**src/bdpr_pkg.sv**
```systemverilog
// Shared types and constants for the bounded deque with positional remove.
// Holds command and status codes, field widths and the item struct.
// No dependencies.
`timescale 1ns / 1ps
`default_nettype none

package bdpr_pkg;

  localparam int CAPACITY_DEF   = 16;
  localparam int DATA_WIDTH_DEF = 32;

  localparam int VALUE_W = 32;
  localparam int POS_W   = 4;
  localparam int COUNT_W = 5;

  typedef enum logic [1:0] {
    CMD_PUSH_FRONT = 2'd0,
    CMD_PUSH_BACK  = 2'd1,
    CMD_POP_FRONT  = 2'd2,
    CMD_REMOVE_AT  = 2'd3
  } cmd_code_t;

  typedef enum logic [1:0] {
    ST_OK    = 2'd0,
    ST_EMPTY = 2'd1,
    ST_RANGE = 2'd2,
    ST_FULL  = 2'd3
  } status_t;

  typedef struct packed {
    cmd_code_t          command;
    logic [VALUE_W-1:0] value;
    logic [POS_W-1:0]   position;
  } item_t;

endpackage

`default_nettype wire

```
**src/bdpr_in_if.sv**
```systemverilog
// Command channel: valid/ready handshake carrying one command item.
// Depends on bdpr_pkg.
`timescale 1ns / 1ps
`default_nettype none

interface bdpr_in_if;
  logic                        valid;
  logic                        ready;
  bdpr_pkg::cmd_code_t         command;
  logic [bdpr_pkg::VALUE_W-1:0] value;
  logic [bdpr_pkg::POS_W-1:0]   position;

  modport source (output valid, command, value, position, input ready);
  modport sink   (input valid, command, value, position, output ready);
endinterface

`default_nettype wire

```
**src/bdpr_out_if.sv**
```systemverilog
// Result channel: valid/ready handshake carrying removed value, status, count.
// Depends on bdpr_pkg.
`timescale 1ns / 1ps
`default_nettype none

interface bdpr_out_if;
  logic                         valid;
  logic                         ready;
  logic [bdpr_pkg::VALUE_W-1:0] removed_value;
  bdpr_pkg::status_t            status;
  logic [bdpr_pkg::COUNT_W-1:0] count;

  modport source (output valid, removed_value, status, count, input ready);
  modport sink   (input valid, removed_value, status, count, output ready);
endinterface

`default_nettype wire

```
**src/bdpr_in_stage.sv**
```systemverilog
// Input register: captures one command item per cycle from the command channel while the core takes the held item.
// Depends on bdpr_pkg and bdpr_in_if.
`timescale 1ns / 1ps
`default_nettype none

module bdpr_in_stage (
  input  wire logic            clk,
  input  wire logic            rst_n,
  bdpr_in_if.sink              in_ch,
  output bdpr_pkg::item_t      dn_item,
  output logic                 dn_valid,
  input  wire logic            dn_ready
);

  logic            vld_r;
  bdpr_pkg::item_t item_r;

  // Take a new item when empty or when the held one moves on this cycle.
  assign in_ch.ready = !vld_r || dn_ready;
  assign dn_valid    = vld_r;
  assign dn_item     = item_r;

  always_ff @(posedge clk) begin
    if (!rst_n) begin
      vld_r <= 1'b0;
    end else if (in_ch.ready) begin
      vld_r <= in_ch.valid;
    end
  end

  always_ff @(posedge clk) begin
    if (in_ch.valid && in_ch.ready) begin
      item_r.command  <= in_ch.command;
      item_r.value    <= in_ch.value;
      item_r.position <= in_ch.position;
    end
  end

endmodule

`default_nettype wire

```
**src/bdpr_core.sv**
```systemverilog
// Entry store, count and result register. Every command updates all entries
// in parallel in one pass. Depends on bdpr_pkg and bdpr_out_if.
`timescale 1ns / 1ps
`default_nettype none

module bdpr_core #(
  parameter int CAPACITY   = bdpr_pkg::CAPACITY_DEF,
  parameter int DATA_WIDTH = bdpr_pkg::DATA_WIDTH_DEF
) (
  input  wire logic             clk,
  input  wire logic             rst_n,
  input  wire bdpr_pkg::item_t  up_item,
  input  wire logic             up_valid,
  output logic                  up_ready,
  bdpr_out_if.source            out_ch
);

  localparam int HW = $clog2(CAPACITY + 1);
  localparam int IW = $clog2(CAPACITY);
  localparam int CW = (HW > bdpr_pkg::POS_W) ? HW : bdpr_pkg::POS_W;

  logic [DATA_WIDTH-1:0] ent_r   [CAPACITY];
  logic [DATA_WIDTH-1:0] ent_nxt [CAPACITY];
  logic [HW-1:0]         held_r;
  logic [HW-1:0]         held_nxt;

  logic                          out_valid_r;
  logic [bdpr_pkg::VALUE_W-1:0]  removed_r;
  bdpr_pkg::status_t             status_r;
  logic [bdpr_pkg::COUNT_W-1:0]  count_r;

  logic                  acc;
  logic                  full;
  logic                  empty;
  logic                  pos_bad;
  logic [CW-1:0]         pos_ext;
  logic [IW-1:0]         take_idx;
  logic [DATA_WIDTH-1:0] val_d;
  logic [DATA_WIDTH-1:0] removed_d;
  logic                  do_pf;
  logic                  do_pb;
  logic                  do_take;
  bdpr_pkg::status_t     status_d;

  assign up_ready = !out_valid_r || out_ch.ready;
  assign acc      = up_valid && up_ready;

  assign val_d   = DATA_WIDTH'(up_item.value);
  assign pos_ext = CW'(up_item.position);
  assign full    = (held_r == HW'(CAPACITY));
  assign empty   = (held_r == '0);
  assign pos_bad = (pos_ext >= CW'(held_r));

  always_comb begin
    do_pf    = 1'b0;
    do_pb    = 1'b0;
    do_take  = 1'b0;
    status_d = bdpr_pkg::ST_OK;
    take_idx = IW'(pos_ext);
    case (up_item.command)
      bdpr_pkg::CMD_PUSH_FRONT: begin
        if (full) status_d = bdpr_pkg::ST_FULL;
        else      do_pf    = 1'b1;
      end
      bdpr_pkg::CMD_PUSH_BACK: begin
        if (full) status_d = bdpr_pkg::ST_FULL;
        else      do_pb    = 1'b1;
      end
      bdpr_pkg::CMD_POP_FRONT: begin
        take_idx = '0;
        if (empty) status_d = bdpr_pkg::ST_EMPTY;
        else       do_take  = 1'b1;
      end
      bdpr_pkg::CMD_REMOVE_AT: begin
        if (pos_bad) status_d = bdpr_pkg::ST_RANGE;
        else         do_take  = 1'b1;
      end
      default: begin
        status_d = bdpr_pkg::ST_OK;
      end
    endcase
  end

  always_comb begin
    held_nxt = held_r;
    if (do_pf || do_pb) held_nxt = held_r + HW'(1);
    else if (do_take)   held_nxt = held_r - HW'(1);
  end

  assign removed_d = do_take ? ent_r[take_idx] : '0;

  // Each entry picks from itself or a neighbor; the gap after a remove closes.
  for (genvar gi = 0; gi < CAPACITY; gi++) begin : g_ent
    logic [DATA_WIDTH-1:0] prev_w;
    logic [DATA_WIDTH-1:0] next_w;

    if (gi == 0) begin : g_first
      assign prev_w = val_d;
    end else begin : g_mid
      assign prev_w = ent_r[gi-1];
    end

    if (gi == CAPACITY - 1) begin : g_last
      assign next_w = ent_r[gi];
    end else begin : g_rest
      assign next_w = ent_r[gi+1];
    end

    always_comb begin
      ent_nxt[gi] = ent_r[gi];
      if (do_pf) begin
        ent_nxt[gi] = prev_w;
      end else if (do_pb && (HW'(gi) == held_r)) begin
        ent_nxt[gi] = val_d;
      end else if (do_take && (IW'(gi) >= take_idx)) begin
        ent_nxt[gi] = next_w;
      end
    end
  end

  always_ff @(posedge clk) begin
    if (acc) begin
      ent_r <= ent_nxt;
    end
  end

  always_ff @(posedge clk) begin
    if (!rst_n) begin
      held_r      <= '0;
      out_valid_r <= 1'b0;
    end else if (acc) begin
      held_r      <= held_nxt;
      out_valid_r <= 1'b1;
    end else if (out_ch.ready) begin
      out_valid_r <= 1'b0;
    end
  end

  always_ff @(posedge clk) begin
    if (acc) begin
      removed_r <= bdpr_pkg::VALUE_W'(removed_d);
      status_r  <= status_d;
      count_r   <= bdpr_pkg::COUNT_W'(held_nxt);
    end
  end

  assign out_ch.valid         = out_valid_r;
  assign out_ch.removed_value = removed_r;
  assign out_ch.status        = status_r;
  assign out_ch.count         = count_r;

  a_held_bound: assert property (@(posedge clk) disable iff (!rst_n)
    held_r <= HW'(CAPACITY))
    else $error("entry count above capacity");

  a_stall_hold: assert property (@(posedge clk) disable iff (!rst_n)
    out_valid_r && !out_ch.ready |=> out_valid_r && $stable(held_r))
    else $error("store changed while result stalled");

  a_full_count: assert property (@(posedge clk) disable iff (!rst_n)
    out_valid_r && (status_r == bdpr_pkg::ST_FULL)
      |-> count_r == bdpr_pkg::COUNT_W'(CAPACITY))
    else $error("full status with count below capacity");

  a_empty_count: assert property (@(posedge clk) disable iff (!rst_n)
    out_valid_r && (status_r == bdpr_pkg::ST_EMPTY) |-> count_r == '0)
    else $error("underflow status with nonzero count");

  a_take_dec: assert property (@(posedge clk) disable iff (!rst_n)
    acc && do_take |=> held_r == $past(held_r) - HW'(1))
    else $error("remove did not drop the count by one");

endmodule

`default_nettype wire

```
**src/bounded_deque_positional_remove.sv**
```systemverilog
// Bounded deque with front/back insert, front remove and positional remove.
// Pipeline: an accepted command passes the input reg, then the result reg.
// Throughput: one command per cycle if not stalled; all entries shift in one pass.
// Reset: rst_n synchronous, active low; clears count and valid flags only.
// Entry contents are not cleared and are read only below the count.
// Depends on bdpr_pkg, bdpr_in_if, bdpr_out_if, bdpr_in_stage, bdpr_core.
`timescale 1ns / 1ps
`default_nettype none

module bounded_deque_positional_remove #(
  parameter int CAPACITY   = bdpr_pkg::CAPACITY_DEF,
  parameter int DATA_WIDTH = bdpr_pkg::DATA_WIDTH_DEF
) (
  input  wire logic  clk,
  input  wire logic  rst_n,
  bdpr_in_if.sink    in_ch,
  bdpr_out_if.source out_ch
);

  bdpr_pkg::item_t item_w;
  logic            item_valid;
  logic            item_ready;

  bdpr_in_stage u_in_stage (
    .clk      (clk),
    .rst_n    (rst_n),
    .in_ch    (in_ch),
    .dn_item  (item_w),
    .dn_valid (item_valid),
    .dn_ready (item_ready)
  );

  bdpr_core #(
    .CAPACITY   (CAPACITY),
    .DATA_WIDTH (DATA_WIDTH)
  ) u_core (
    .clk      (clk),
    .rst_n    (rst_n),
    .up_item  (item_w),
    .up_valid (item_valid),
    .up_ready (item_ready),
    .out_ch   (out_ch)
  );

endmodule

`default_nettype wire

```
**src/flat_wrapper.sv**
```systemverilog
// flat-port wrapper written by rule: the top's interface ports become plain ports
module bounded_deque_positional_remove_flat 
#(
  parameter int CAPACITY   = bdpr_pkg::CAPACITY_DEF,
  parameter int DATA_WIDTH = bdpr_pkg::DATA_WIDTH_DEF
)
  (clk, rst_n, in_ch_valid, in_ch_command, in_ch_value, in_ch_position, in_ch_ready, out_ch_valid, out_ch_removed_value, out_ch_status, out_ch_count, out_ch_ready);
  bdpr_in_if in_ch_i ();
  bdpr_out_if out_ch_i ();
  input  wire logic clk;
  input  wire logic rst_n;
  input wire logic [$bits(in_ch_i.valid)-1:0] in_ch_valid;
  input wire logic [$bits(in_ch_i.command)-1:0] in_ch_command;
  input wire logic [$bits(in_ch_i.value)-1:0] in_ch_value;
  input wire logic [$bits(in_ch_i.position)-1:0] in_ch_position;
  output wire logic [$bits(in_ch_i.ready)-1:0] in_ch_ready;
  output wire logic [$bits(out_ch_i.valid)-1:0] out_ch_valid;
  output wire logic [$bits(out_ch_i.removed_value)-1:0] out_ch_removed_value;
  output wire logic [$bits(out_ch_i.status)-1:0] out_ch_status;
  output wire logic [$bits(out_ch_i.count)-1:0] out_ch_count;
  input wire logic [$bits(out_ch_i.ready)-1:0] out_ch_ready;
  assign in_ch_i.valid = in_ch_valid;
  assign in_ch_i.command = in_ch_command;
  assign in_ch_i.value = in_ch_value;
  assign in_ch_i.position = in_ch_position;
  assign in_ch_ready = in_ch_i.ready;
  assign out_ch_valid = out_ch_i.valid;
  assign out_ch_removed_value = out_ch_i.removed_value;
  assign out_ch_status = out_ch_i.status;
  assign out_ch_count = out_ch_i.count;
  assign out_ch_i.ready = out_ch_ready;
  bounded_deque_positional_remove #(.CAPACITY(CAPACITY), .DATA_WIDTH(DATA_WIDTH)) u_core (.clk(clk), .rst_n(rst_n), .in_ch(in_ch_i), .out_ch(out_ch_i));
endmodule
```
**config.mk**
```make
export PLATFORM = sky130hd
export DESIGN_NAME = bounded_deque_positional_remove_flat
export DESIGN_NICKNAME = d
export VERILOG_FILES = /design/src/bdpr_pkg.sv /design/src/bdpr_in_if.sv /design/src/bdpr_out_if.sv /design/src/bdpr_in_stage.sv /design/src/bdpr_core.sv /design/src/bounded_deque_positional_remove.sv /design/src/flat_wrapper.sv
export SDC_FILE = /design/constraint.sdc
export NUM_CORES = 1
export LEC_CHECK = 0
export BUFFER_PORTS_ARGS = -buffer_cell sky130_fd_sc_hd__buf_2
export CAP_MARGIN = 25
export CORE_AREA = 2 2 278 280
export CTS_CLUSTER_DIAMETER = 120
export DETAILED_ROUTE_END_ITERATION = 6
export DIE_AREA = 0 0 280 282
export PLACE_DENSITY = 0.57
export SYNTH_ARGS = -nofsm -noshare
export SYNTH_HDL_FRONTEND = slang
export SYNTH_SLANG_ARGS = --single-unit
```
**constraint.sdc**
```tcl
create_clock -name clk -period 5.4 [get_ports clk]
set_input_delay 0 -clock clk [delete_from_list [all_inputs] [get_ports clk]]
set_output_delay 0 -clock clk [all_outputs]
set_load 0.1 [all_outputs]
```
-- Word level (Yosys, flattened, before mapping)
Cells that the tools add are included.
- bits of input ports: 42
- logic and storage cells: 203
- output and inout bits: 41
- register bits: 596
- equal/unequal tests: 19
- magnitude comparators: 17
- reductions and logical operators: 74
- bitwise operators: 1
- multiplexer cells: 65
- $add $sub $neg: 2
- operators by type and width (cell ; count):
    $mux W32 ; 49
    $bmux W32 S4 ; 1
    $reduce_bool A3 Y1 ; 15
    $eq A4 B5 Y1 const A ; 8
    $logic_and A1 B1 Y1 ; 33
    $reduce_and A2 Y1 ; 16
    $ge A4 B4 Y1 const A ; 7
    $eq A3 B5 Y1 const A ; 4
    $ge A3 B4 Y1 const A ; 4
    $eq A2 B5 Y1 const A ; 2
    $mux W5 ; 2
    $ge A1 B4 Y1 const A ; 2
    $ge A2 B4 Y1 const A ; 2
    $mux W1 ; 8
    $pmux W2 S3 ; 1
    $add A5 B1 Y5 const B ; 1
    $eq A1 B5 Y1 const A ; 1
    $eq A5 B5 Y1 const B ; 1
    $ge A4 B5 Y1 ; 1
    $ge A5 B5 Y1 const B ; 1
    $logic_not A5 Y1 ; 1
    $not A4 Y5 ; 1
    $sub A5 B1 Y5 const B ; 1
    $eq A2 B2 Y1 const B ; 2
    other kinds (9) ; 14

-- Logic depth before layout (Yosys ltp)
- word-level depth: 7
- mapped depth: 12
- gate-level depth less buffers: 7

-- By module
From an unflattened synthesis, not the netlist that was laid out.
- cell total of the unflattened synthesis: 3067
- area, all modules: 33784.9 µm²
- modules (own cells, without submodules) (module ; sequential area each (µm²) ; cells an instance ; times used ; area an instance (µm²)):
    bdpr_core ; 16666.0 ; 3024 ; 1 ; 32586.3
    bdpr_in_stage ; 1161.1 ; 43 ; 1 ; 1198.6

-- Worst setup path before layout
OpenSTA, ideal clock, no wires.
- path kind: register to register
- start: register u_core.u_core.held_r[2]
- end: register u_core.u_core.ent_r (netlist bit u_core.u_core.g_ent[11].prev_w[0]) (enable)
- slack: 1.384 ns
- data required time: 4.959 ns
- stages on the path, launching flop included: 10
- buffers on the path: 2
- data arrival time: 3.575 ns
- library setup time: 0.441 ns
- period minus slack after synthesis: 4.016 ns
- cells stage by stage: dfxtp_1 -> buf_2 -> inv_1 -> ha_1 -> a211oi_1 -> o221ai_1 -> o21ai_0 -> clkbuf_1 -> o211ai_1 -> a31oi_1
- longest elaborated chain between the ends: 6
- elaborated cells between the ends (all ways): 14
- classes of those cells: 1 x order compare; 2 x eq/ne; 6 x mux; 5 x reduce/logical
- ends and longest elaborated chain (item ; RTL line ; text):
    start, declared ; bdpr_core.sv:24 ; logic [HW-1:0] held_r;
    start signal, assigned ; bdpr_core.sv:132 ; held_r <= held_nxt;
    $ge A4 B5 Y1, or another cell as far along ; bdpr_core.sv:52 ; assign pos_bad = (pos_ext >= CW'(held_r));
    $mux W1 (on tied branches) ; n/a ;
    $pmux W1 S2 or $mux W1 (tied branches) ; bdpr_core.sv:60 ; case (up_item.command)
    $logic_and A1 B1 Y1 (on tied branches) ; bdpr_core.sv:115, bdpr_core.sv:113 ;
    $reduce_bool A3 Y1 (no source line) * ; n/a ;
    $reduce_and A2 Y1 (no source line) * ; n/a ;
    end signal, assigned ; bdpr_core.sv:123 ; ent_r <= ent_nxt;
    end, declared ; bdpr_core.sv:22 ; logic [DATA_WIDTH-1:0] ent_r [CAPACITY];
Mark *: on every way between the ends. The rest lies on a longest branch, timed or not.
A chain may end at the register's enable or synchronous reset.

-- Final worst setup path
- start: register u_core.u_core.held_r[0]
- end: register u_core.u_core.ent_r (netlist bit u_core.u_core.g_ent[5].next_w[0]) (enable)
Same word-level chain as after synthesis.

==> results.cfg <==
[global_route]
grt_usage_pct = 25.0
grt_overflow = 0
antenna_found_initial = 0
grt_max_degree = 180
grt_pass1_wl_um = 151000
grt_pass1_vias = 24600

[critical_path]
start_kind = flip-flop
rr_endpoint = u_core.u_core.g_ent[5].next_w[0]
worst-path-max-fanout = 28
required_ns = 5.68
cp-endpoint = u_core.u_core.g_ent[5].next_w[0]
r2r_cells = 7
crit-reg2reg-launch = u_core.u_core.held_r[0]
critPathCaptureType = flip-flop
crit_type = flip-flop to flip-flop
startpoint = u_core.u_core.held_r[0]
arrival_ns = 4.41
rrSetupSlack_ns = 1.27

[placement]
gp_congestion = 0.816
dp_hpwl_um = 60000
port_buffers = 82

[clock_tree]
clock-sinks = 596
clock_latency_ns = 0.62
cts_tree = built
cts-buffers-inserted = 72
clock_path_buffers = 3
clk_pin_slew_ns = 0.06
htree_levels = 3
cts_root_buf = clkbuf_16

[yosys]
synth_top_area_share_pct = 52.3
synthArstFlopShare_pct = 0
synth_cell_types = 57
yosysWarnings = 0
synth_ff_type = edfxtp_1
synthTopCellsByCount = nand2_1 (669), edfxtp_1 (589), mux2i_1 (482), o21ai_0 (296), o21ai_1 (193)
synth_seq_area_share_pct = 52.7
syn_inst = 3098
synth_edf_count = 589
post-synth-top-count-cell = nand2_1
synth_top_cell_by_area = edfxtp_1
ys_top_cells_by_area = edfxtp_1 (52%), mux2i_1 (14%), nand2_1 (7.4%)
synth_seq_cells = 596
synth_fp_nets = 3150
syn_area_um2 = 33800
syn_area_per_cell_um2 = 10.9

[timing]
rsz0062_at_grt = no
fin_skew_ns = 0.0231
hold_violations = 0
final-setup-viol-count = 0
slew_violations = 0
slew_headroom_pct = 29.4
clock.fmax_ghz = 0.242
fin_setup_tns_ns = 0
worst_pin_slew_ns = 1.06
post-route-period-util_pct = 76.4
post-route-min-period_ns = 4.13

[floorplanning]
die_h_um = 282
start_util_pct = 44.7
ioPinCount = 83
core_area_um2 = 75700
rows = 101
dieWidth_um = 280
die-area_um2 = 79000

[routing]
drtIter0Drc = 2035
drc = 0
firstDrtPassIters = 5
routed_wl_um = 99800
ant_nets = 0
vias = 24600
post_drt_wl_per_cell_um = 24.3
vias_per_cell = 5.99

[power]
p_leak_uw = 0.0153
ir_worst_vdd_v = 0.000224
powerDensity_nw_per_um2 = 305
p_total_uw = 11500

[final_layout]
antennaDiodeCount = 0
n_fill_cell = 6784
drive_gt1_share_pct = 15.3
fin_nets = 3136
area_delta_synth_final_pct = 11.1

[worst_hold_path]
hold_class = input pin to flip-flop

[job]
drv_cap = 0

[status]
status = complete, no violations
flip-flops by register name (all words and copies together), names as in the netlist:
| signal | flops |
|---|---|
| u_core.u_core.g_ent.prev_w | 96 |
| u_core.u_core.held_r | 5 |
| u_core.u_core.out_ch.removed_value | 32 |
| u_core.u_in_stage.dn_item | 38 |
| u_core.u_core.out_ch.count | 5 |
| u_core.u_in_stage.dn_valid | 1 |
| u_core.u_core.out_ch.status | 2 |
| u_core.u_core.out_ch.valid | 1 |
| u_core.u_core.g_ent.next_w | 416 |
routing by layer:
metal	up-vias	routed length, um	GRT usage [%]
met4	0	2750	7.82
met2	745	47200	41.6
met1	12300	44900	34.1
met5	-	0	0
met3	180	4970	3.28
li1	11500	-	-
worst min-delay path by stage:
| stage | slack [ns] | depth (start not counted) | to | from |
|---|---|---|---|---|
| 3_5_place_dp | 0.18 | 1 | u_core.u_in_stage.dn_item[11] | in_ch_value[7] |
| 5_1_grt | 0.08 | 2 | u_core.u_in_stage.dn_item[13] | in_ch_value[9] |
| 3_3_place_gp | 0.18 | 1 | u_core.u_in_stage.dn_item[17] | in_ch_value[13] |
| 2_1_floorplan | 0.1 | 0 | u_core.u_in_stage.dn_item[0] | in_ch_position[0] |
| 6_report | 0.1 | 2 | u_core.u_in_stage.dn_item[16] | in_ch_value[12] |
| 4_1_cts | 0.06 | 2 | u_core.u_in_stage.dn_item[10] | in_ch_value[6] |
report_power, final:
part	leakage [uW]	internal, uW	total, uW	switching [uW]
registers	0.00548	5350	5540	192
clock network	0.00103	2550	4500	1950
logic	0.00880	483	1420	938
cell usage in the layout, fill, tap and decap left out, types with 4 or more instances in the layout:
cell type	instances
clkinv_1	22
ha_1	10
a21oi_1	7
o22ai_1	97
dfxtp_1	7
xnor2_1	4
nor2_4	5
o21ai_1	193
clkbuf_16	74
edfxtp_1	589
buf_12	14
a31oi_4	14
nand2_1	659
a31oi_1	36
clkbuf_1	17
mux2_2	161
nand2_2	14
o211ai_1	33
a221oi_1	32
nor2_1	13
nand3_1	12
buf_4	51
a31o_2	31
clkinv_2	7
mux2i_1	482
o21ai_0	295
buf_2	82
inv_1	7
nand2b_1	67
dlygate4sd3_1	44
critical path: stages (launching register included):
cell and delay (ns):
dfxtp_1 0.51, inv_1 0.17, ha_1 0.36, a31oi_1 0.61
nand2b_4 0.53, buf_4 0.47, a31oi_4 0.71, buf_4 0.41
per-stage QoR:
step / instance area, um2 / std cells / hold slack (ns) / setup WS, ns / utilization [%]
floorplan: 33800 / 3098 / 0.0989 / 1.38 / -
detailed placement: 35000 / 3943 / 0.178 / 1.34 / 46.2
CTS: 37500 / 4113 / 0.0631 / 1.31 / 49.6
finish: 37600 / 4114 / 0.0982 / 1.27 / 49.6
global placement: 34900 / 3941 / 0.176 / 1.35 / 46.1
global route: 37600 / 4114 / 0.0845 / 1.12 / 49.6
cells by family (layout without fill, tap and decap cells):
group,Yosys count,after routing,share of synthesized area (%)
xor+xnor,4,4,0.104
mux,643,643,19.6
fa+ha+maj,10,10,0.370
compound gates,752,752,12.8
flops,596,596,52.7
buf+inv,289,327,4.46
simple gates,804,804,9.96
cell type report:
class | count | area, um2 | share of cell area, %
inverter | 8 | 30.0 | 0.0800
timing repair buffer | 193 | 1570 | 4.18
multi-input combinational | 2213 | 14800 | 39.4
sequential | 596 | 17800 | 47.5
clock inverter | 35 | 198 | 0.526
clock buffer | 91 | 1920 | 5.10
tap | 978 | 1220 | 3.26
repair_timing:
| item | CTS | global route |
|---|---|---|
| endpoints found under the hold margin | 45 | 0 |
| hold buffers | 44 | 0 |
| gates resized for setup | 0 | 0 |
| setup buffers | 0 | 0 |
No activity file was read; power rests on OpenSTA's default activity.
